===== config.mk =====
export PLATFORM = sky130hd
export DESIGN_NAME = lrhm_front
export DESIGN_NICKNAME = d
export VERILOG_FILES = /design/src/rtl/lrhm_pkg.sv /design/src/rtl/lrhm_front.sv
export SDC_FILE = /design/constraint.sdc
export NUM_CORES = 2
export LEC_CHECK = 0
export ABC_AREA = 1
export BUFFER_PORTS_ARGS = -buffer_cell sky130_fd_sc_hd__buf_2
export CORE_MARGIN = 4
export CORE_UTILIZATION = 65
export CTS_BUF_LIST = sky130_fd_sc_hd__clkbuf_4
export DETAILED_ROUTE_END_ITERATION = 7
export MAX_ROUTING_LAYER = met4
export PLACE_DENSITY = 0.79
export SYNTH_ARGS = -nofsm -noshare
export SYNTH_HDL_FRONTEND = slang
export SYNTH_SLANG_ARGS = --single-unit

===== constraint.sdc =====
create_clock -name clk -period 7.62 [get_ports clk]
set_clock_uncertainty 0.1 [all_clocks]
set_input_delay 0.762 -clock clk [delete_from_list [all_inputs] [get_ports clk]]
set_output_delay 0.762 -clock clk [all_outputs]
set_load 0.01 [all_outputs]

===== src/rtl/lrhm_pkg.sv =====
// ----------------------------------------------------------------------------
// lrhm_pkg: shared types and constants of the load ratio hysteresis monitor
// Holds register indexes, report codes, the ppm scale and the records that
// travel between the front, the back and the result queue.
// ----------------------------------------------------------------------------
package lrhm_pkg;

    localparam int unsigned SAMPLE_W = 64;
    localparam int unsigned RATIO_W  = 20;
    localparam int unsigned COUNT_W  = 8;
    localparam int unsigned CFG_IDX_W  = 3;
    localparam int unsigned CFG_DATA_W = 20;
    localparam int unsigned HALF_W   = SAMPLE_W / 2;
    localparam int unsigned PART_W   = HALF_W + RATIO_W;
    localparam int unsigned PROD_W   = SAMPLE_W + RATIO_W;

    localparam logic [RATIO_W-1:0] PPM_SCALE      = 20'd1000000;
    localparam logic [RATIO_W-1:0] RATIO_RESET    = 20'd980000;
    localparam logic [COUNT_W-1:0] WINDOW_RESET   = 8'd5;
    localparam logic [COUNT_W-1:0] HIGH_THR_RESET = 8'd4;
    localparam logic [COUNT_W-1:0] LOW_THR_RESET  = 8'd0;
    localparam logic [COUNT_W-1:0] COUNT_MAX      = 8'hFF;

    typedef enum logic [CFG_IDX_W-1:0] {
        REG_ENABLE   = 3'd0,
        REG_RATIO    = 3'd1,
        REG_WINDOW   = 3'd2,
        REG_HIGH_THR = 3'd3,
        REG_LOW_THR  = 3'd4
    } reg_index_t;

    typedef enum logic [1:0] {
        REPORT_NONE = 2'd0,
        REPORT_HIGH = 2'd1,
        REPORT_LOW  = 2'd2
    } report_t;

    // Live configuration seen by the front and the back.
    typedef struct packed {
        logic               enable;
        logic [RATIO_W-1:0] busy_ratio_ppm;
        logic [COUNT_W-1:0] window_ticks;
        logic [COUNT_W-1:0] high_count_threshold;
        logic [COUNT_W-1:0] low_count_threshold;
    } cfg_t;

    // One classified tick handed from the front to the back.
    typedef struct packed {
        logic enabled;
        logic was_high;
    } tick_class_t;

    // One result beat.
    typedef struct packed {
        report_t report;
        logic    tick_was_high;
        logic    window_closed;
    } result_t;

endpackage


===== src/rtl/lrhm_front.sv =====
// ----------------------------------------------------------------------------
// lrhm_front: sample intake and tick classification
// Forms the counter deltas, multiplies them in 32-bit halves and compares
// the exact products to mark each tick as high-load or not.
// ----------------------------------------------------------------------------
module lrhm_front (
    input  logic                              clk,
    input  logic                              rst_n,
    input  logic                              accept,
    input  logic [lrhm_pkg::SAMPLE_W-1:0]     total_time_sample,
    input  logic [lrhm_pkg::SAMPLE_W-1:0]     busy_time_sample,
    input  lrhm_pkg::cfg_t                    cfg,
    output logic                              class_valid,
    output lrhm_pkg::tick_class_t             class_data
);

    localparam int unsigned SW = lrhm_pkg::SAMPLE_W;
    localparam int unsigned HW = lrhm_pkg::HALF_W;
    localparam int unsigned PW = lrhm_pkg::PART_W;
    localparam int unsigned QW = lrhm_pkg::PROD_W;
    localparam int unsigned RW = lrhm_pkg::RATIO_W;

    // Samples of the last enabled tick.
    logic [SW-1:0] prev_total_reg, prev_busy_reg;

    // Stage 1: deltas.
    logic          valid1_reg, en1_reg;
    logic [SW-1:0] total_delta1_reg, busy_delta1_reg;

    // Stage 2: partial products.
    logic          valid2_reg, en2_reg, nonzero2_reg;
    logic [PW-1:0] busy_lo2_reg, busy_hi2_reg, total_lo2_reg, total_hi2_reg;

    // Stage 3: full products.
    logic          valid3_reg, en3_reg, nonzero3_reg;
    logic [QW-1:0] busy_prod3_reg, total_prod3_reg;

    always_ff @(posedge clk or negedge rst_n)
    begin
        if (!rst_n)
        begin
            prev_total_reg <= '0;
            prev_busy_reg  <= '0;
            valid1_reg     <= 1'b0;
            valid2_reg     <= 1'b0;
            valid3_reg     <= 1'b0;
        end
        else
        begin
            valid1_reg <= accept;
            valid2_reg <= valid1_reg;
            valid3_reg <= valid2_reg;
            if (accept && cfg.enable)
            begin
                prev_total_reg <= total_time_sample;
                prev_busy_reg  <= busy_time_sample;
            end
        end
    end

    always_ff @(posedge clk)
    begin
        if (accept)
        begin
            en1_reg          <= cfg.enable;
            total_delta1_reg <= total_time_sample - prev_total_reg;
            busy_delta1_reg  <= busy_time_sample - prev_busy_reg;
        end

        en2_reg       <= en1_reg;
        nonzero2_reg  <= (total_delta1_reg != '0);
        busy_lo2_reg  <= {{RW{1'b0}}, busy_delta1_reg[HW-1:0]}
                         * {{HW{1'b0}}, lrhm_pkg::PPM_SCALE};
        busy_hi2_reg  <= {{RW{1'b0}}, busy_delta1_reg[SW-1:HW]}
                         * {{HW{1'b0}}, lrhm_pkg::PPM_SCALE};
        total_lo2_reg <= {{RW{1'b0}}, total_delta1_reg[HW-1:0]}
                         * {{HW{1'b0}}, cfg.busy_ratio_ppm};
        total_hi2_reg <= {{RW{1'b0}}, total_delta1_reg[SW-1:HW]}
                         * {{HW{1'b0}}, cfg.busy_ratio_ppm};

        en3_reg         <= en2_reg;
        nonzero3_reg    <= nonzero2_reg;
        busy_prod3_reg  <= {busy_hi2_reg, {HW{1'b0}}} + {{HW{1'b0}}, busy_lo2_reg};
        total_prod3_reg <= {total_hi2_reg, {HW{1'b0}}} + {{HW{1'b0}}, total_lo2_reg};
    end

    assign class_valid         = valid3_reg;
    assign class_data.enabled  = en3_reg;
    assign class_data.was_high = en3_reg && nonzero3_reg
                                 && (busy_prod3_reg >= total_prod3_reg);

endmodule


==> impl_metrics.json <==
{
  "status": "complete, but fails checks",
  "violations": "DRC",
  "routed_via_density": 5.61,
  "whs_path_depth": 0,
  "die_x_um": 387,
  "holdPathEnd": "busy_prod3_reg[35]",
  "wl_per_cell_um": 20.6,
  "crit_fanout": 15,
  "grt_pass1_wl_um": 480000,
  "multi_input_area_mm2": 0.0650,
  "r2r-end": "total_hi2_reg[36]",
  "worst_ep_arrival_time_ns": 8.50,
  "r2r_start": "total_delta1_reg[50]",
  "synth.ff_latch_count": 622,
  "synth_edf_count": 129,
  "core-area_mm2": 0.142,
  "max_slew.worst_pin.slew_ns": 1.38,
  "stdcell_count": 15110,
  "syn_inst": 12754,
  "yosys_warnings": 0,
  "dp_hpwl_um": 254000,
  "drtIter0Drc": 8787,
  "globalplace.congestion": 1.11,
  "max-cap-violations": 0,
  "synth_nets": 15144,
  "root_buffer": "clkbuf_4",
  "post_cts_buffers": 0,
  "insertion_delay_ns": 1.23,
  "grt_overflow": 0,
  "firstDrtPassIters": 8,
  "seq_area_mm2": 0.0144,
  "crit_path_end_kind": "register",
  "grt_use_met1": 0.506,
  "required_ns": 8.63,
  "portBuffers": 154,
  "start_util": 0.658,
  "num_vias": 84694,
  "ant_nets": 0,
  "drt_wl_total_um": 311000,
  "timing.final.crit_period_ns": 7.49,
  "drv_slew": 0,
  "use_met3": 0.126,
  "syn_area_per_cell_um2": 7.33,
  "start_kind": "register",
  "rsz0062_at_grt": "false",
  "synthFlopType": "dfxtp_1",
  "cts_tree": "built",
  "cp-startpoint": "total_delta1_reg[50]",
  "dieArea_mm2": 0.150,
  "setup_viol": 0,
  "antenna_found_initial": 13,
  "fin_tns_setup_ns": 0,
  "async_flop_share": 0.211,
  "cts.sinks": 622,
  "drc": 4,
  "largest_reg_flops": 84,
  "r2r_cells": 20,
  "cts_buffer_depth": 3,
  "ff2ff_setup_slack_ns": 0.13,
  "slew_headroom": 0.0819,
  "hold_viol": 0,
  "hp-start": "busy_lo2_reg[35]",
  "h-tree-depth": 4,
  "period_share": 0.984,
  "drive_gt1_frac": 0.0501,
  "grt_max_degree": 82,
  "fillers": 11434,
  "die_height_um": 387,
  "num_io_pins": 179,
  "finalNetCount": 15466,
  "dpl_worst_slack_ns": 0.110,
  "grt_pass1_vias": 88351,
  "syn_area_mm2": 0.0934,
  "timing.fmax_mhz": 133,
  "yosys.cell_types.count": 51,
  "ys_seq_area_frac": 0.154,
  "area_delta_synth_final_pct": 7.40,
  "worstSetupPathType": "reg2reg",
  "fin_ws_ns": 0.125,
  "track_usage": 0.426,
  "cts_made_buffers": 170,
  "clk_pin_slew_worst_paths_ns": 0.08,
  "final_core_util": 0.706,
  "use_met2": 0.647,
  "dp_cells": 14660,
  "rows": 138,
  "grt.busiest_layer": "met2",
  "hp-class": "reg2reg"
}
critical path, stage by stage, from the launching register on:
cell      delay (ns)
edfxtp_1        1.13
nand2_1         0.21
fa_1            0.57
fa_1            0.52
fa_1            0.52
inv_1           0.06
fa_1            0.58
fa_1            0.47
fa_1            0.50
inv_1           0.06
fa_1            0.65
inv_1           0.11
ha_1            0.41
a21oi_1         0.47
o21ai_0         0.30
a21oi_1         0.30
nor2_1          0.07
nor2_1          0.14
nand3_1         0.09
nand2_1         0.06
nand2_1         0.05
routing by layer:
metal,share of wire,vias up
li1,-,38263
met1,0.36,39990
met2,0.44,5080
met3,0.12,1361
met4,0.073,0
met5,0,-
cell families (layout without fill, tap and decap cells):
family                   count (synthesis)  after routing  share of synthesized area
AND/OR/NAND/NOR                       4974           4974                      0.213
buffers and inverters                 3744           4193                      0.151
adder cells (fa/ha/maj)               2214           2214                      0.405
AO/OA/AOI/OAI                          945            945                     0.0541
flip-flops                             622            622                      0.154
XOR/XNOR                               253            253                     0.0237
multiplexers                             2              2                   0.000241
other                                    0             17                          0
synth_stat cells (12+ instances only):
cell type,n,share of area
a21o_1,18,0.0014
nor2_1,777,0.031
nand2_1,3551,0.14
dfrtp_1,131,0.035
edfxtp_1,129,0.041
o21ai_2,12,0.0011
nor4_1,29,0.0019
a21oi_1,604,0.032
xnor2_1,57,0.0053
nand4_1,119,0.0080
nand2_2,35,0.0023
o21a_1,18,0.0014
nand3_1,321,0.017
fa_1,1346,0.29
nand3b_1,19,0.0015
dfxtp_1,362,0.078
ha_1,868,0.12
clkbuf_1,234,0.0094
o21ai_0,221,0.012
nor3_1,81,0.0043
xor2_1,196,0.018
o21bai_1,43,0.0035
buf_1,54,0.0022
inv_1,3440,0.14
how the worst max path moves through the flow:
stage,end,slack [ns],cells after the start
2_1_floorplan,total_lo2_reg[49],1.14,25
3_3_place_gp,total_lo2_reg[29],0.25,23
3_5_place_dp,total_lo2_reg[29],0.11,23
4_1_cts,total_hi2_reg[43],0.59,20
5_1_grt,total_hi2_reg[36],0.09,21
6_report,total_hi2_reg[36],0.13,20
layout by cell type, fill, tap and decap left out, types with 29 or more instances in the layout:
cell type	instances
a21oi_1	604
buf_2	152
buf_4	149
clkbuf_4	229
clkinv_1	41
dfrtp_1	131
dfxtp_1	362
dlygate4sd3_1	133
edfxtp_1	129
fa_1	1346
ha_1	868
inv_1	3440
nand2_1	3550
nand2_2	35
nand3_1	321
nand4_1	119
nor2_1	777
nor3_1	81
nor4_1	29
o21ai_0	221
o21bai_1	43
xnor2_1	57
xor2_1	196
final cells by class:
cell class              instances  share of cell area
diodes                         17            0.000424
repair buffers                448              0.0346
clock inverters                70             0.00444
well taps                    1890              0.0236
inverters                    3446               0.129
flip-flops and latches        622               0.143
multi-input cells            8388               0.647
clock buffers                 229              0.0171
per-stage QoR:
step / hold WS [ns] / instance area (um^2)
2_1_floorplan: 0.210 / 93400
3_3_place_gp: 0.210 / 96800
3_5_place_dp: 0.212 / 96800
4_1_cts: 0.0987 / 100000
5_1_grt: 0.153 / 100000
6_report: 0.202 / 100000
repair_timing:
action                                 4_1_cts  5_1_grt
hold buffers                               134        0
resized for setup                            0        0
endpoints found under the hold margin      244        0
Power is not shown: default switching activity piles up to over one toggle a cycle in this logic, so the estimate is an artifact.
