<file path="src/rtl/lrhm_fifo.sv">
// ----------------------------------------------------------------------------
// lrhm_fifo: small register queue
// First-in first-out store with the head visible combinationally.
// ----------------------------------------------------------------------------
module lrhm_fifo #(
    parameter int unsigned WIDTH = 8,
    parameter int unsigned DEPTH = 8
) (
    input  logic             clk,
    input  logic             rst_n,
    input  logic             push,
    input  logic [WIDTH-1:0] push_data,
    output logic             full,
    input  logic             pop,
    output logic [WIDTH-1:0] head_data,
    output logic             empty
);

    localparam int unsigned AW = (DEPTH > 1) ? $clog2(DEPTH) : 1;
    localparam int unsigned CW = $clog2(DEPTH + 1);
    localparam logic [AW-1:0] LAST = AW'(DEPTH - 1);
    localparam logic [CW-1:0] FULL_COUNT = CW'(DEPTH);

    logic [WIDTH-1:0] entry_reg [DEPTH];
    logic [AW-1:0]    wr_ptr_reg, wr_ptr_next;
    logic [AW-1:0]    rd_ptr_reg, rd_ptr_next;
    logic [CW-1:0]    count_reg, count_next;
    logic             do_push, do_pop;

    assign full      = (count_reg == FULL_COUNT);
    assign empty     = (count_reg == '0);
    assign head_data = entry_reg[rd_ptr_reg];
    assign do_push   = push && !full;
    assign do_pop    = pop && !empty;

    always_comb
    begin
        wr_ptr_next = wr_ptr_reg;
        rd_ptr_next = rd_ptr_reg;
        count_next  = count_reg;
        if (do_push)
        begin
            wr_ptr_next = (wr_ptr_reg == LAST) ? '0 : wr_ptr_reg + 1'b1;
        end
        if (do_pop)
        begin
            rd_ptr_next = (rd_ptr_reg == LAST) ? '0 : rd_ptr_reg + 1'b1;
        end
        if (do_push && !do_pop)
        begin
            count_next = count_reg + 1'b1;
        end
        else if (do_pop && !do_push)
        begin
            count_next = count_reg - 1'b1;
        end
    end

    always_ff @(posedge clk or negedge rst_n)
    begin
        if (!rst_n)
        begin
            wr_ptr_reg <= '0;
            rd_ptr_reg <= '0;
            count_reg  <= '0;
        end
        else
        begin
            wr_ptr_reg <= wr_ptr_next;
            rd_ptr_reg <= rd_ptr_next;
            count_reg  <= count_next;
        end
    end

    always_ff @(posedge clk)
    begin
        if (do_push)
        begin
            entry_reg[wr_ptr_reg] <= push_data;
        end
    end

    // Upstream credit control must never offer a beat to a full queue.
    a_no_overflow: assert property (@(posedge clk) disable iff (!rst_n)
        push |-> !full)
        else $error("lrhm_fifo: push while full");

endmodule

</file>
<file path="config.mk">
export PLATFORM = sky130hd
export DESIGN_NAME = lrhm_fifo
export DESIGN_NICKNAME = d
export VERILOG_FILES = /design/src/rtl/lrhm_fifo.sv
export SDC_FILE = /design/constraint.sdc
export NUM_CORES = 1
export LEC_CHECK = 0
export BUFFER_PORTS_ARGS = -buffer_cell sky130_fd_sc_hd__buf_2
export CORE_UTILIZATION = 45
export DETAILED_ROUTE_END_ITERATION = 7
export HOLD_SLACK_MARGIN = 0.05
export PLACE_DENSITY = 0.61
export SETUP_SLACK_MARGIN = 0.05
export SLEW_MARGIN = 15
export SYNTH_ARGS = -nofsm -noshare
export SYNTH_HDL_FRONTEND = slang
export SYNTH_SLANG_ARGS = --single-unit
export TNS_END_PERCENT = 100
</file>
<file path="constraint.sdc">
create_clock -name clk -period 3.1 [get_ports clk]
set_input_delay 0.93 -clock clk [delete_from_list [all_inputs] [get_ports clk]]
set_output_delay 0.93 -clock clk [all_outputs]
set_load 0.05 [all_outputs]
</file>
==> impl_summary.txt, run 1 <==
----------------------------------------------------
[Outcome]
  Result of the run ... complete, no violations

[Floorplanning]
  Initial Utilization ... 46.5%
  Chip Width ... 85.8 um
  Boundary Pins ... 22
  Area enclosed by the die boundary ... 0.00736 mm^2
  Row Count ... 30
  Die Span Y ... 85.8 um
  Area of the core ... 0.00679 mm^2

[Timing]
  WHS ... 0.441 ns
  Worst Skew ... 0.00914 ns
  Number of pins with negative max-slew slack in the final report ... 0
  Finish-stage setup viols ... 0
  Total negative slack for setup checks ... 0 ns
  Final Critical Period ... 2.92 ns
  Hold Violations, Final ... 0
  Maximum clock frequency ... 342 MHz
  Slew at the pin closest to its max-slew limit ... 0.638 ns
  Fraction of the cycle the final worst path needs ... 94.2%
  Unrepaired setup endpoints after global routing ... false
  Slew HR ... 57.4%

[Route]
  Total vias in the final route ... 1569
  DRC violations left ... 0
  Wire per inst ... 18.6 um
  Via count normalized by instance count ... 5.28
  Antenna Violating Nets Remaining ... 0
  Iteration-0 DRC Markers ... 64
  Routed WL ... 5530 um
  Detailed-routing iteration count for the pre-antenna-repair pass ... 4

[Yosys]
  Proportion of synthesized area in mux cells ... 18.4%
  Synth Warn # ... 0
  Compound-gate portion of the synthesized area ... 2.26%
  Number of standard cells after synthesis ... 159
  Largest family of logic cells by synthesized area ... multiplexers
  Portion of synthesized cell area occupied by the leading cell type ... 60.8%
  Async SR Flop Fraction ... 13.5%
  Largest area contributor in the netlist ... sky130_fd_sc_hd__edfxtp_1
  Net count after synthesis ... 179
  Synthesized-area fraction occupied by and/or/nand/nor cells ... 4.83%
  Number of enable-type register cells in the synthesized netlist ... 64
  Fraction of synthesized cell area in xor and xnor cells ... 0.554%
  Dominant cells by area after synthesis ... sky130_fd_sc_hd__edfxtp_1 61%, sky130_fd_sc_hd__dfrtp_1 7.9%, sky130_fd_sc_hd__mux4_1 6.7%
  Post-Synthesis Cell Area ... 0.00316 mm^2
  Arithmetic-cell share of the synthesized area counting full adders, half adders and majority gates ... 3.40%
  Sequential share of the synthesized area ... 68.7%
  Post-Syn Area per Cell ... 19.9 um^2
  Number of synthesized register bits ... 74
  Library cells used by synthesis ... 35
  Post-synth top flop ... sky130_fd_sc_hd__edfxtp_1

[Finish]
  Most frequent standard cell in the layout excluding fill and tap cells ... sky130_fd_sc_hd__edfxtp_1
  Fraction of the core area covered by cells at the end of the flow ... 54.1%
  # diodes ... 0
  Leading cell types in the layout, fill and taps excluded ... 64 x sky130_fd_sc_hd__edfxtp_1, 21 x sky130_fd_sc_hd__buf_2, 10 x sky130_fd_sc_hd__dfrtp_1, 10 x sky130_fd_sc_hd__buf_4
  Ratio of cells with drive above 1 in the final layout ... 33.8%
  Nets ... 216
  Area Overhead vs Synth ... 16.4%
  Max FFs per register ... 64

[Worst setup path]
  Endpoint required time on the critical path ... 3.32 ns
  Worst setup startpoint ... count_reg[0]
  CP Launch Type ... flop
  Max Fanout on Critical Path ... 8
  Endpoint of the worst register-to-register path ... count_reg[3]
  Sort of element at the end of the critical path ... flop
  Kind of critical path ... reg -> reg
  Flop2flop setup slack ... 0.18 ns
  Number of cells traversed by the worst register-to-register path ... 9
  Destination of the critical timing path ... count_reg[3]
  Worst endpoint data arrival time ... 3.14 ns
  Crit Reg-Reg Startpoint ... count_reg[0]

[Flow run]
  Max Cap Violations ... 0

[Pwr]
  Max rail drop VDD ... 447 uV
  Leakage power summed over all cells ... 0.00134 uW
  Power density cells ... 1030 mW/mm^2

[Clock network]
  Clock Tree Root ... sky130_fd_sc_hd__clkbuf_8
  CTS tree ... yes
  Setup Buffers After CTS ... 0
  Clock transition time at the flip-flop clock pins of the worst setup and hold paths ... 0.08 ns
  Clock buffer count from CTS ... 9
  Total of cells resized after clock tree synthesis ... 0
  Latest clock arrival within the worst-skew pair ... 0.34 ns
  Maximum number of buffers from clock root to sink ... 2
  Count of clock tree sinks ... 74
  Cts-stage hold buffer count ... 0
  H-tree level count ... 3

[Global routing]
  Maximum number of pins on one net before global-route repair ... 20
  Overflow left after global routing ... 0
  Global-route wire length before repair ... 8950 um
  Vias in the first global route ... 1683
  Total global routing track utilization ... 17.2%
  Antenna violations before repair ... 0

[Place]
  Number of I/O port buffers ... 21
  RePlAce Congestion ... 0.790
  DP HPWL ... 3570 um

[Hold path]
  HP Class ... in -> async

----------------------------------------------------
-- power breakdown --
group | leakage (uW) | total [uW] | switching [uW] | internal [uW]
sequential | 0.000700 | 1450 | 167 | 1280
clock | 0.000115 | 877 | 342 | 534
combinational | 0.000526 | 1480 | 828 | 649
-- critical path: stages (launching register included) --
cell                       delay (ns)
sky130_fd_sc_hd__dfrtp_1         0.49
sky130_fd_sc_hd__or4b_4          0.60
sky130_fd_sc_hd__nand2_4         0.15
sky130_fd_sc_hd__inv_2           0.05
sky130_fd_sc_hd__ha_1            0.25
sky130_fd_sc_hd__inv_1           0.17
sky130_fd_sc_hd__ha_1            0.32
sky130_fd_sc_hd__or4_1           0.54
sky130_fd_sc_hd__o211ai_1        0.13
sky130_fd_sc_hd__o211ai_1        0.11
-- synthesized netlist by cell type, types with 3 or more instances --
cell and count:
sky130_fd_sc_hd__edfxtp_1 64, sky130_fd_sc_hd__dfrtp_1 10, sky130_fd_sc_hd__mux2_4 9, sky130_fd_sc_hd__mux4_1 8, sky130_fd_sc_hd__mux4_2 8, sky130_fd_sc_hd__ha_1 7, sky130_fd_sc_hd__nor3_1 6, sky130_fd_sc_hd__nand2_1 4
sky130_fd_sc_hd__nor2_1 4, sky130_fd_sc_hd__mux2_1 3, sky130_fd_sc_hd__nand2b_1 3, sky130_fd_sc_hd__nand3_1 3
-- kinds of logic (layout without fill, tap and decap cells) --
kind of cell	Yosys count	after routing
adder cells (fa/ha/maj)	8	8
buffers and inverters	9	51
AO/OA/AOI/OAI	9	9
XOR/XNOR	2	2
flip-flops	74	74
AND/OR/NAND/NOR	27	27
multiplexers	30	30
-- routing by layer --
layer	vias up	wire (um)	GRT usage [%]
met2	30	2860	28.2
met3	13	166	4.14
met4	0	133	8.64
met5	-	0	0
met1	798	2370	21.5
li1	728	-	-
-- layout make-up --
| cell class | count | area, um^2 |
|---|---|---|
| Clock buffer | 11 | 131 |
| Clock inverter | 5 | 103 |
| Fill cell | 525 | 3120 |
| Inverter | 3 | 11.3 |
| Multi-Input combinational cell | 76 | 941 |
| Sequential cell | 74 | 2170 |
| Tap cell | 96 | 120 |
| Timing Repair Buffer | 32 | 200 |
-- worst min-delay path by stage --
| stage | from | to | slack, ns | depth (start not counted) |
|---|---|---|---|---|
| CTS | rst_n | wr_ptr_reg[2] | 0.43 | 1 |
| global placement | wr_ptr_reg[1] | wr_ptr_reg[1] | 0.59 | 1 |
| global route | rst_n | rd_ptr_reg[2] | 0.44 | 1 |
| detailed placement | count_reg[2] | count_reg[2] | 0.60 | 2 |
| floorplan | count_reg[2] | count_reg[2] | 0.54 | 2 |
| finish | rst_n | rd_ptr_reg[2] | 0.44 | 1 |
-- through the flow --
step                      instances  setup WS (ns)  area (um^2)  total power [uW]
after floorplan                 159          0.158         3160              2620
after global placement          281          0.360         3430              2880
after detailed placement        281          0.197         3430              2950
after CTS                       297          0.154         3670              3830
after global routing            297         0.0742         3680              4020
final                           297          0.179         3680              3800
Note: power is estimated with default switching activity, not from simulation.
==> run 2: changes to the inputs <==
--- a/config.mk
+++ b/config.mk
@@ -6,6 +6,8 @@
 export NUM_CORES = 1
 export LEC_CHECK = 0
 export BUFFER_PORTS_ARGS = -buffer_cell sky130_fd_sc_hd__buf_2
+export CAP_MARGIN = 20
+export CORE_ASPECT_RATIO = 1.1
 export CORE_UTILIZATION = 45
 export DETAILED_ROUTE_END_ITERATION = 7
 export HOLD_SLACK_MARGIN = 0.05
==> impl_summary.txt, run 2 (same netlist as run 1, synthesis figures left out) <==
----------------------------------------------------
[Hold path]
  HP Class ... in -> async

[Worst setup path]
  Sort of element at the end of the critical path ... flop
  Worst setup startpoint ... count_reg[1]
  Kind of critical path ... reg -> reg
  Crit Reg-Reg Startpoint ... count_reg[1]
  Flop2flop setup slack ... 0.17 ns
  Endpoint required time on the critical path ... 3.31 ns
  Worst endpoint data arrival time ... 3.13 ns
  Max Fanout on Critical Path ... 8
  Number of cells traversed by the worst register-to-register path ... 9
  CP Launch Type ... flop

[Finish]
  Nets ... 215
  Area Overhead vs Synth ... 14.1%
  # diodes ... 0
  Area of combinational cells with multiple inputs ... 941 um^2
  Max FFs per register ... 64
  Filler-free cell count of the finished design ... 282
  Fill cell instance count of the final layout ... 526
  Leading cell types in the layout, fill and taps excluded ... 64 x sky130_fd_sc_hd__edfxtp_1, 21 x sky130_fd_sc_hd__buf_2
  Reg area ... 0.00217 mm^2
  Ratio of cells with drive above 1 in the final layout ... 34.0%
  Most frequent standard cell in the layout excluding fill and tap cells ... sky130_fd_sc_hd__edfxtp_1

[Clock network]
  Clock transition time at the flip-flop clock pins of the worst setup and hold paths ... 0.07 ns
  Setup Buffers After CTS ... 0
  Latest clock arrival within the worst-skew pair ... 0.34 ns
  CTS tree ... yes
  Clock buffer count from CTS ... 9
  Count of clock tree sinks ... 74
  Cts-stage hold buffer count ... 0
  Clock Tree Root ... sky130_fd_sc_hd__clkbuf_8
  H-tree level count ... 3
  Maximum number of buffers from clock root to sink ... 2

[Pwr]
  Combinational cell fraction of total power ... 40.8%
  Sequential Power Share ... 40.0%
  Switching portion of total power ... 36.6%
  Net switching power of the design ... 1330 uW
  Max rail drop VDD ... 423 uV
  Internal power ... 2300 uW
  Leakage power summed over all cells ... 0.00131 uW
  Portion of total power attributed to the clock network ... 19.2%
  Power density cells ... 1010 mW/mm^2

[Flow run]
  Max Cap Violations ... 0

[Floorplanning]
  Area enclosed by the die boundary ... 0.00736 mm^2
  Boundary Pins ... 22
  Chip Width ... 81.9 um
  Die Span Y ... 89.9 um
  Row Count ... 31
  Initial Utilization ... 47.4%
  Area of the core ... 0.00667 mm^2

[Timing]
  Slew at the pin closest to its max-slew limit ... 0.677 ns
  WHS ... 0.450 ns
  Slew HR ... 54.9%
  Final Critical Period ... 2.93 ns
  Worst Skew ... 0.00895 ns
  Fraction of the cycle the final worst path needs ... 94.4%
  Total negative slack for setup checks ... 0 ns
  Maximum clock frequency ... 342 MHz
  Unrepaired setup endpoints after global routing ... false
  Finish-stage setup viols ... 0
  Number of pins with negative max-slew slack in the final report ... 0
  Hold Violations, Final ... 0

[Route]
  Via count normalized by instance count ... 5.55
  Wire per inst ... 19.8 um
  DRC violations left ... 0
  Iteration-0 DRC Markers ... 85
  Detailed-routing iteration count for the pre-antenna-repair pass ... 4
  Routed WL ... 5590 um
  Total vias in the final route ... 1566
  Antenna Violating Nets Remaining ... 0

[Global routing]
  Overflow left after global routing ... 0
  Total global routing track utilization ... 17.1%
  Vias in the first global route ... 1645
  Antenna violations before repair ... 0
  Maximum number of pins on one net before global-route repair ... 20
  Global-route wire length before repair ... 8720 um

[Place]
  Inst Count DP ... 266
  RePlAce Congestion ... 0.764
  DP HPWL ... 3610 um
  Number of I/O port buffers ... 21

[Outcome]
  Result of the run ... complete, no violations

----------------------------------------------------
run 2: per-layer routing:
metal	part of all wire [%]	GRT usage (%)	up-vias
li1	-	-	725
met1	39	20.1	798
met2	56	29.3	34
met3	4.0	4.87	9
met4	1.4	5.99	0
met5	0	0	-
run 2: metrics by stage:
step	utilization, %	setup slack (ns)	instance area [um^2]	total power, uW
final	54.1	0.174	3610	3630
after global routing	54.1	0.0657	3610	3830
after CTS	53.9	0.143	3590	3660
after detailed placement	51.1	0.143	3410	2950
after global placement	51.1	0.357	3410	2860
after floorplan	-	0.158	3160	2620
run 2: area by class of cell:
cell class / instances / area share (%)
flip-flops and latches: 74 / 60.2
multi-input cells: 76 / 26.1
repair buffers: 31 / 5.34
clock buffers: 11 / 3.64
well taps: 82 / 2.84
clock inverters: 5 / 1.53
inverters: 3 / 0.312
run 2: final timing paths:
| kind | end |
|---|---|
| worst max register to register | count_reg[3] |
| min in group clk | count_reg[0] |
| worst min-delay path | count_reg[3] |
| max in group asynchronous | count_reg[0] |
| worst min register to register | count_reg[0] |
| worst max-delay path | count_reg[3] |
run 2: power groups by stage:
stage	clock network, uW	logic (uW)	registers (uW)
global route	768	1590	1470
finish	696	1480	1450
global placement	0	1420	1440
CTS	721	1500	1440
detailed placement	0	1490	1460
floorplan	0	1220	1400
run 2: what timing repair did:
item / in CTS / in global routing
resized for setup: 0 / 2
endpoints found under the hold margin: 0 / 0
setup endpoints to repair: 0 / 1
run 2: worst max-delay path: stages (launching register included):
cell and delay [ns]:
sky130_fd_sc_hd__dfrtp_1 0.47, sky130_fd_sc_hd__or4b_4 0.61, sky130_fd_sc_hd__nand2_4 0.14, sky130_fd_sc_hd__inv_2 0.04, sky130_fd_sc_hd__ha_1 0.25, sky130_fd_sc_hd__inv_1 0.16, sky130_fd_sc_hd__ha_1 0.31, sky130_fd_sc_hd__or4_1 0.55
sky130_fd_sc_hd__o211ai_1 0.15, sky130_fd_sc_hd__o211ai_1 0.12
