==> config.mk <==
export PLATFORM = sky130hd
export DESIGN_NAME = lrhm_back
export DESIGN_NICKNAME = d
export VERILOG_FILES = /design/src/rtl/lrhm_pkg.sv /design/src/rtl/lrhm_back.sv
export SDC_FILE = /design/constraint.sdc
export NUM_CORES = 1
export LEC_CHECK = 0
export BUFFER_PORTS_ARGS = -buffer_cell sky130_fd_sc_hd__buf_2
export CAP_MARGIN = 20
export CORE_MARGIN = 2
export CORE_UTILIZATION = 35
export DETAILED_ROUTE_END_ITERATION = 8
export GPL_ROUTABILITY_DRIVEN = 0
export HOLD_SLACK_MARGIN = 0.02
export REMOVE_ABC_BUFFERS = 1
export SLEW_MARGIN = 0
export SYNTH_ARGS = -nofsm -noshare
export SYNTH_HDL_FRONTEND = slang
export SYNTH_SLANG_ARGS = --single-unit
export TNS_END_PERCENT = 10
==> constraint.sdc <==
create_clock -name clk -period 2.8 [get_ports clk]
set_input_delay 0.28 -clock clk [delete_from_list [all_inputs] [get_ports clk]]
set_output_delay 0.28 -clock clk [all_outputs]
set_load 0.02 [all_outputs]
==> src/rtl/lrhm_pkg.sv <==
// ----------------------------------------------------------------------------
// lrhm_pkg: shared types and constants of the load ratio hysteresis monitor
// Holds register indexes, report codes, the ppm scale and the records that
// travel between the front, the back and the result queue.
// ----------------------------------------------------------------------------
package lrhm_pkg;

    localparam int unsigned SAMPLE_W = 64;
    localparam int unsigned RATIO_W  = 20;
    localparam int unsigned COUNT_W  = 8;
    localparam int unsigned CFG_IDX_W  = 3;
    localparam int unsigned CFG_DATA_W = 20;
    localparam int unsigned HALF_W   = SAMPLE_W / 2;
    localparam int unsigned PART_W   = HALF_W + RATIO_W;
    localparam int unsigned PROD_W   = SAMPLE_W + RATIO_W;

    localparam logic [RATIO_W-1:0] PPM_SCALE      = 20'd1000000;
    localparam logic [RATIO_W-1:0] RATIO_RESET    = 20'd980000;
    localparam logic [COUNT_W-1:0] WINDOW_RESET   = 8'd5;
    localparam logic [COUNT_W-1:0] HIGH_THR_RESET = 8'd4;
    localparam logic [COUNT_W-1:0] LOW_THR_RESET  = 8'd0;
    localparam logic [COUNT_W-1:0] COUNT_MAX      = 8'hFF;

    typedef enum logic [CFG_IDX_W-1:0] {
        REG_ENABLE   = 3'd0,
        REG_RATIO    = 3'd1,
        REG_WINDOW   = 3'd2,
        REG_HIGH_THR = 3'd3,
        REG_LOW_THR  = 3'd4
    } reg_index_t;

    typedef enum logic [1:0] {
        REPORT_NONE = 2'd0,
        REPORT_HIGH = 2'd1,
        REPORT_LOW  = 2'd2
    } report_t;

    // Live configuration seen by the front and the back.
    typedef struct packed {
        logic               enable;
        logic [RATIO_W-1:0] busy_ratio_ppm;
        logic [COUNT_W-1:0] window_ticks;
        logic [COUNT_W-1:0] high_count_threshold;
        logic [COUNT_W-1:0] low_count_threshold;
    } cfg_t;

    // One classified tick handed from the front to the back.
    typedef struct packed {
        logic enabled;
        logic was_high;
    } tick_class_t;

    // One result beat.
    typedef struct packed {
        report_t report;
        logic    tick_was_high;
        logic    window_closed;
    } result_t;

endpackage

==> src/rtl/lrhm_back.sv <==
// ----------------------------------------------------------------------------
// lrhm_back: window counting and hysteresis reporting
// Counts classified ticks per window and emits a report only when the
// decision changes from the last one.
// ----------------------------------------------------------------------------
module lrhm_back (
    input  logic                  clk,
    input  logic                  rst_n,
    input  lrhm_pkg::cfg_t        cfg,
    input  logic                  window_clear,
    input  logic                  tick_valid,
    input  lrhm_pkg::tick_class_t tick,
    output lrhm_pkg::result_t     result
);

    localparam int unsigned CW = lrhm_pkg::COUNT_W;

    logic [CW-1:0] tick_count_reg, tick_count_next;
    logic [CW-1:0] high_count_reg, high_count_next;
    logic          last_high_reg, last_high_next;
    logic [CW-1:0] high_count_inc, tick_count_inc;

    always_comb
    begin
        tick_count_next      = tick_count_reg;
        high_count_next      = high_count_reg;
        last_high_next       = last_high_reg;
        result.report        = lrhm_pkg::REPORT_NONE;
        result.tick_was_high = 1'b0;
        result.window_closed = 1'b0;

        high_count_inc = (tick.was_high && (high_count_reg != lrhm_pkg::COUNT_MAX))
                         ? high_count_reg + 1'b1 : high_count_reg;
        tick_count_inc = tick_count_reg + 1'b1;

        if (window_clear)
        begin
            tick_count_next = '0;
            high_count_next = '0;
        end
        else if (tick_valid)
        begin
            if (!tick.enabled)
            begin
                tick_count_next = '0;
                high_count_next = '0;
            end
            else
            begin
                result.tick_was_high = tick.was_high;
                tick_count_next      = tick_count_inc;
                high_count_next      = high_count_inc;
                if (tick_count_inc == cfg.window_ticks)
                begin
                    result.window_closed = 1'b1;
                    if ((high_count_inc >= cfg.high_count_threshold) && !last_high_reg)
                    begin
                        result.report  = lrhm_pkg::REPORT_HIGH;
                        last_high_next = 1'b1;
                    end
                    else if ((high_count_inc == cfg.low_count_threshold) && last_high_reg)
                    begin
                        result.report  = lrhm_pkg::REPORT_LOW;
                        last_high_next = 1'b0;
                    end
                    tick_count_next = '0;
                    high_count_next = '0;
                end
            end
        end
    end

    always_ff @(posedge clk or negedge rst_n)
    begin
        if (!rst_n)
        begin
            tick_count_reg <= '0;
            high_count_reg <= '0;
            last_high_reg  <= 1'b0;
        end
        else
        begin
            tick_count_reg <= tick_count_next;
            high_count_reg <= high_count_next;
            last_high_reg  <= last_high_next;
        end
    end

    // A report can only come out of a window that just closed.
    a_report_on_close: assert property (@(posedge clk) disable iff (!rst_n)
        (tick_valid && (result.report != lrhm_pkg::REPORT_NONE)) |-> result.window_closed)
        else $error("lrhm_back: report outside window close");

    // A HIGH report flips the hysteresis state to high on the next cycle.
    a_high_sets_state: assert property (@(posedge clk) disable iff (!rst_n)
        (tick_valid && !window_clear && (result.report == lrhm_pkg::REPORT_HIGH))
        |=> last_high_reg)
        else $error("lrhm_back: HIGH report did not set state");

endmodule

==> results_dict.tcl, run 1 <==
set metrics [dict create \
    r2r-end "tick_count_reg[3]" \
    h-tree-depth 1 \
    synth_area_mm2 0.00165 \
    cp-end-kind "output port" \
    critPathMaxFanout 2 \
    drc 0 \
    clk_latency_ps 260 \
    p_leak_uw 0.000919 \
    path_clk_slew_ps 70 \
    drt_pass1_iterations 4 \
    root_buffer "clkbuf_8" \
    grt_use_total_pct 16.8 \
    fin_crit_ps 2790 \
    fill_cells 451 \
    powerDensity_mw_per_mm2 258 \
    worst_ir_drop_vdd_mv 0.184 \
    start_kind "flop" \
    die_area_mm2 0.00527 \
    drive_gt1_share_pct 30.2 \
    drtAntennaViolNets 0 \
    holdPathEnd "tick_count_reg[7]" \
    io_buffer_count 33 \
    place_worst_setup_slack_ps 216 \
    final_util_pct 47.4 \
    num_rows 24 \
    drv_slew 0 \
    clock_skew_ps 7.01 \
    grt_pass1_vias 1580 \
    syn_inst 199 \
    grt_pass1_wl_mm 7.17 \
    floorplan.initialDensity_pct 37.0 \
    fin_nets 314 \
    cts_buffer_depth 2 \
    cts_tree "yes" \
    fin_ws_ps 13.8 \
    multi_input_area_mm2 0.00117 \
    drt-initial-drc-count 85 \
    setup_violations 0 \
    wl_per_cell_um 13.9 \
    final_common_cell "buf_2" \
    die_x_um 72.6 \
    antenna_cells 0 \
    placed_cells 298 \
    hold_class "primary input to flop" \
    seq_area_frac_synth_pct 25.9 \
    wirelength_mm 4.22 \
    vias 1605 \
    status "finished clean" \
    antenna_found_initial 0 \
    worstHoldPathCells 3 \
    min_period_over_period_pct 99.5 \
    ioPinCount 55 \
    r2r_start "tick_count_reg[0]" \
    worstSetupPathType "flop to output port" \
    fmax_mhz 359 \
    arrival_ps 2510 \
    synthDistinctLibCells 48 \
    hold_viol 0 \
    core_area_mm2 0.00444 \
    max-cap-violations 0 \
    die_height_um 72.6 \
    rrSetupSlack_ps 400 \
    post-dp-hpwl_mm 3.27 \
    yosys_warnings 0 \
    min-delay-start "tick_valid" \
    tightest_slew_ps 524 \
    cts_buffers 3 \
    area_growth_pct 28.1 \
    vias_per_cell 5.28 \
    cts.sink_count 17 \
    slew_headroom_pct 65.0 \
    required_ps 2520 \
    ff2ff_path_depth 9 \
    synth-seq-cells 17 \
    final_cell_mix "32 x buf_2, 22 x buf_4, 18 x o21ai_0" \
    grt_max_degree 18 \
    finalNonFillerCells 304 \
    rsz0062_at_grt "yes" \
    overflow 0 \
    syn_avg_cell_area_um2 8.27 \
    layout.area.seq_um2 427 \
    finalPower_uw 543 \
]
[cell families (layout without fill, tap and decap cells)]
kind of cell / Yosys count / after routing / share of synthesized area [%]
compound gates: 57 / 57 / 24.3
mux: 4 / 4 / 2.43
fa+ha+maj: 10 / 10 / 7.60
xor+xnor: 23 / 23 / 12.2
flops: 17 / 17 / 25.9
simple gates: 65 / 65 / 21.5
buf+inv: 23 / 76 / 6.01
[area by class of cell]
class	count	share of cell area [%]
multi-input combinational	159	55.6
sequential	17	20.2
timing repair buffer	55	15.9
tap	52	3.09
inverter	17	3.03
clock buffer	4	2.14
[through the flow]
stage / area (um2) / hold WS [ps] / setup TNS (ps)
5_1_grt: 2110 / 399 / -218
6_report: 2110 / 374 / 0
3_3_place_gp: 1990 / 228 / 0
2_1_floorplan: 1610 / -15.6 / 0
4_1_cts: 2050 / 382 / -3.96
3_5_place_dp: 1990 / 220 / 0
[cell usage after synthesis, drive strengths merged]
| library cell | n | share of area [%] |
|---|---|---|
| dfrtp | 17 | 26 |
| a21oi | 10 | 3.0 |
| o2111a | 1 | 0.68 |
| nand2 | 13 | 3.0 |
| buf | 4 | 1.6 |
| inv | 17 | 3.9 |
| nand3 | 6 | 2.6 |
| nand2b | 1 | 0.84 |
| and2b | 1 | 0.46 |
| a21o | 1 | 0.46 |
| a2bb2oi | 2 | 1.4 |
| or2 | 1 | 0.38 |
| nand4 | 6 | 2.3 |
| o32ai | 1 | 0.53 |
| nor2b | 2 | 0.76 |
| o21a | 3 | 1.4 |
| a211oi | 2 | 1.2 |
| and2 | 1 | 0.38 |
| a22o | 5 | 2.7 |
| o211ai | 1 | 0.46 |
| ha | 10 | 7.6 |
| xnor2 | 17 | 9.0 |
| o21ai | 21 | 6.4 |
| xor2 | 6 | 3.2 |
| a2111oi | 2 | 2.2 |
| mux2i | 4 | 2.4 |
| clkbuf | 2 | 0.53 |
| a22oi | 3 | 1.4 |
| and4 | 2 | 1.2 |
| o21bai | 2 | 1.1 |
| or3 | 5 | 2.3 |
| nor2 | 16 | 3.7 |
| nor4b | 1 | 0.53 |
| o22a | 1 | 0.61 |
| and3 | 2 | 0.76 |
| nor3 | 8 | 2.4 |
| a31oi | 2 | 0.76 |
[worst max path at each step]
stage / start / end / slack [ps] / cells past startpoint
2_1_floorplan: high_count_reg[0] / result[2] / 30 / 11
4_1_cts: high_count_reg[0] / result[2] / -4 / 12
5_1_grt: high_count_reg[1] / result[2] / -140 / 12
3_5_place_dp: tick_count_reg[1] / result[3] / 220 / 8
3_3_place_gp: tick_count_reg[1] / result[3] / 200 / 8
6_report: high_count_reg[1] / result[2] / 10 / 12
[power breakdown]
part / leakage, uW / internal, uW / total, uW / switching (uW)
Sequential: 0.000230 / 247 / 249 / 1.51
Combinational: 0.000666 / 51.4 / 108 / 56.6
Clock: 0.0000228 / 101 / 186 / 84.6
Total: 0.000919 / 400 / 543 / 143
[timing repair]
action | 4_1_cts | 5_1_grt
hold endpoints to repair | 17 | 0
hold buffers | 1 | 0
setup buffers | 0 | 1
setup endpoints to repair | 2 | 4
gates resized for setup | 3 | 12
pin swaps | 0 | 5
[worst max-delay path, stage by stage (launching register included)]
cell,delay (ps)
dfrtp_1,400
ha_4,170
nand3_4,90
o21ai_4,190
mux2i_2,250
inv_1,70
ha_1,270
o21ai_1,60
a21oi_1,190
o21a_1,170
o21ai_1,60
a21oi_1,180
buf_4,170
[per-layer routing]
metal	vias up	wire, um	track usage [%]	share of wire, %
li1	820	-	-	-
met1	741	2020	23.6	48
met2	40	1990	28.1	47
met3	4	172	2.36	4.1
met4	0	42	2.47	1.0
met5	-	0	0	0
(Power assumes the default switching activity.)
==> run 2, diff against run 1 <==
--- a/config.mk
+++ b/config.mk
@@ -5,7 +5,7 @@
 export SDC_FILE = /design/constraint.sdc
 export NUM_CORES = 1
 export LEC_CHECK = 0
-export BUFFER_PORTS_ARGS = -buffer_cell sky130_fd_sc_hd__buf_2
+export BUFFER_PORTS_ARGS = -buffer_cell sky130_fd_sc_hd__buf_4
 export CAP_MARGIN = 20
 export CORE_MARGIN = 2
 export CORE_UTILIZATION = 35
==> run 2 against run 1 <==
  * Design area increased by 9.6%
  * Global-route usage increased by 0.45 points
  * Sequential cell count unchanged
  * First-iteration DRC count decreased by 14%
  * Clock power about the same
  * Largest power group unchanged
  * Highest routed layer unchanged
==> results_dict.tcl, run 2 (same netlist as run 1, synthesis figures left out) <==
set metrics [dict create \
    arrival_ps 2470 \
    area_growth_pct 40.3 \
    stdcell_area_mm2 0.00231 \
    fin_crit_ps 2750 \
    die_x_um 72.6 \
    final_util_pct 51.9 \
    cts.sink_count 17 \
    required_ps 2520 \
    r2r_start "tick_count_reg[1]" \
    placed_area_mm2 0.00208 \
    grt_use_total_pct 17.3 \
    tightest_slew_ps 423 \
    critPathSlowestCell "dfrtp_1" \
    holdPathEnd "tick_count_reg[4]" \
    hold_viol 0 \
    antenna_found_initial 0 \
    drc 0 \
    final_common_cell "buf_4" \
    hold_class "primary input to flop" \
    drt-initial-drc-count 73 \
    grt_max_degree 18 \
    vias_per_cell 5.20 \
    core_area_mm2 0.00444 \
    grt_pass1_wl_mm 7.14 \
    status "finished clean" \
    powerDensity_mw_per_mm2 245 \
    worst_ir_drop_vdd_mv 0.181 \
    post-dp-hpwl_mm 3.31 \
    clock_skew_ps 1.04 \
    drive_gt1_share_pct 35.4 \
    drv_slew 0 \
    io_buffer_count 33 \
    p_leak_uw 0.00101 \
    die_height_um 72.6 \
    start_kind "flop" \
    worstSetupPathType "flop to output port" \
    overflow 0 \
    grt_pass1_vias 1568 \
    die_area_mm2 0.00527 \
    cp_common_cell "buf_4" \
    rrSetupSlack_ps 410 \
    drtAntennaViolNets 0 \
    ioPinCount 55 \
    h-tree-depth 1 \
    wirelength_mm 4.35 \
    ff2ff_path_depth 10 \
    vias 1638 \
    path_clk_slew_ps 70 \
    slew_headroom_pct 71.7 \
    floorplan.initialDensity_pct 37.0 \
    fmax_mhz 364 \
    cts_buffer_depth 2 \
    cts_buffers 3 \
    antenna_cells 0 \
    r2r-end "high_count_reg[3]" \
    setup_violations 0 \
    min-delay-start "tick_valid" \
    root_buffer "clkbuf_8" \
    cp-end-kind "output port" \
    final_cell_mix "64 x buf_4, 17 x inv_1, 17 x xnor2_1, 17 x o21ai_0, 16 x dfrtp_1" \
    cts_tree "yes" \
    rsz0062_at_grt "yes" \
    critPathMaxFanout 2 \
    worstHoldPathCells 3 \
    crit_chain "ha_4 > nand3_4 > o21ai_2 > mux2i_1 > buf_4 > buf_4 > buf_4 > buf_4 > xor2_2 > and4_1 > and4_4 > buf_6" \
    drt_pass1_iterations 4 \
    clk_latency_ps 260 \
    max-cap-violations 0 \
    num_rows 24 \
    fin_nets 325 \
    wl_per_cell_um 13.8 \
    slowest_delay_ps 390 \
    min_period_over_period_pct 98.0 \
]
-- run 2: cell type report --
cell class	instances	area, um2
well taps	52	65.1
clock buffers	3	41.3
inverters	17	63.8
multi-input cells	159	1200
flip-flops and latches	17	427
clock inverters	1	5.00
repair buffers	66	502
fillers	438	2140
-- run 2: power by group --
group,internal (uW),switching (uW)
Combinational,67.7,60.8
Sequential,247,1.58
Clock,98.9,90.2
-- run 2: worst max path at each step --
stage	cells after the start	start	endpoint	slack [ps]
final	12	high_count_reg[0]	result[3]	50
after CTS	12	high_count_reg[1]	result[2]	-2
after global routing	10	high_count_reg[0]	result[2]	-60
after global placement	8	tick_count_reg[1]	result[3]	130
after detailed placement	8	tick_count_reg[1]	result[3]	140
after floorplan	11	high_count_reg[0]	result[2]	30
-- run 2: worst max-delay path, delay by kind of cell (launching register included) --
family / cells / cell delay, ps
muxes: 1 / 270
buffers and inverters: 5 / 550
adders and majority gates: 1 / 170
DFF: 1 / 390
and+or+nand+nor: 3 / 510
xor gates and xnor gates: 1 / 140
AOI/OAI and AO/OA: 1 / 170
-- run 2: through the flow --
step | TNS, ps | hold slack (ps) | cells | setup WS, ps | total power [uW]
finish | 0 | 342 | 315 | 54.8 | 567
global route | -82.9 | 378 | 315 | -60.4 | 599
CTS | -2.27 | 341 | 312 | -2.27 | 567
detailed placement | 0 | 161 | 299 | 141 | 372
global placement | 0 | 160 | 299 | 130 | 370
floorplan | 0 | -15.6 | 193 | 31.2 | 308
-- run 2: what timing repair did --
action                     in CTS  in global routing
setup endpoints to repair       2                  2
pin swaps                       7                  9
buffers inserted                8                  3
hold buffers                    1                  0
hold endpoints to repair       17                  0
resized for setup              12                  9
-- run 2: per-layer routing --
metal | GRT usage, % | wire length [um]
met1 | 23.0 | 2020
met2 | 29.7 | 2090
met3 | 2.78 | 223
met4 | 3.29 | 23
met5 | 0 | 0
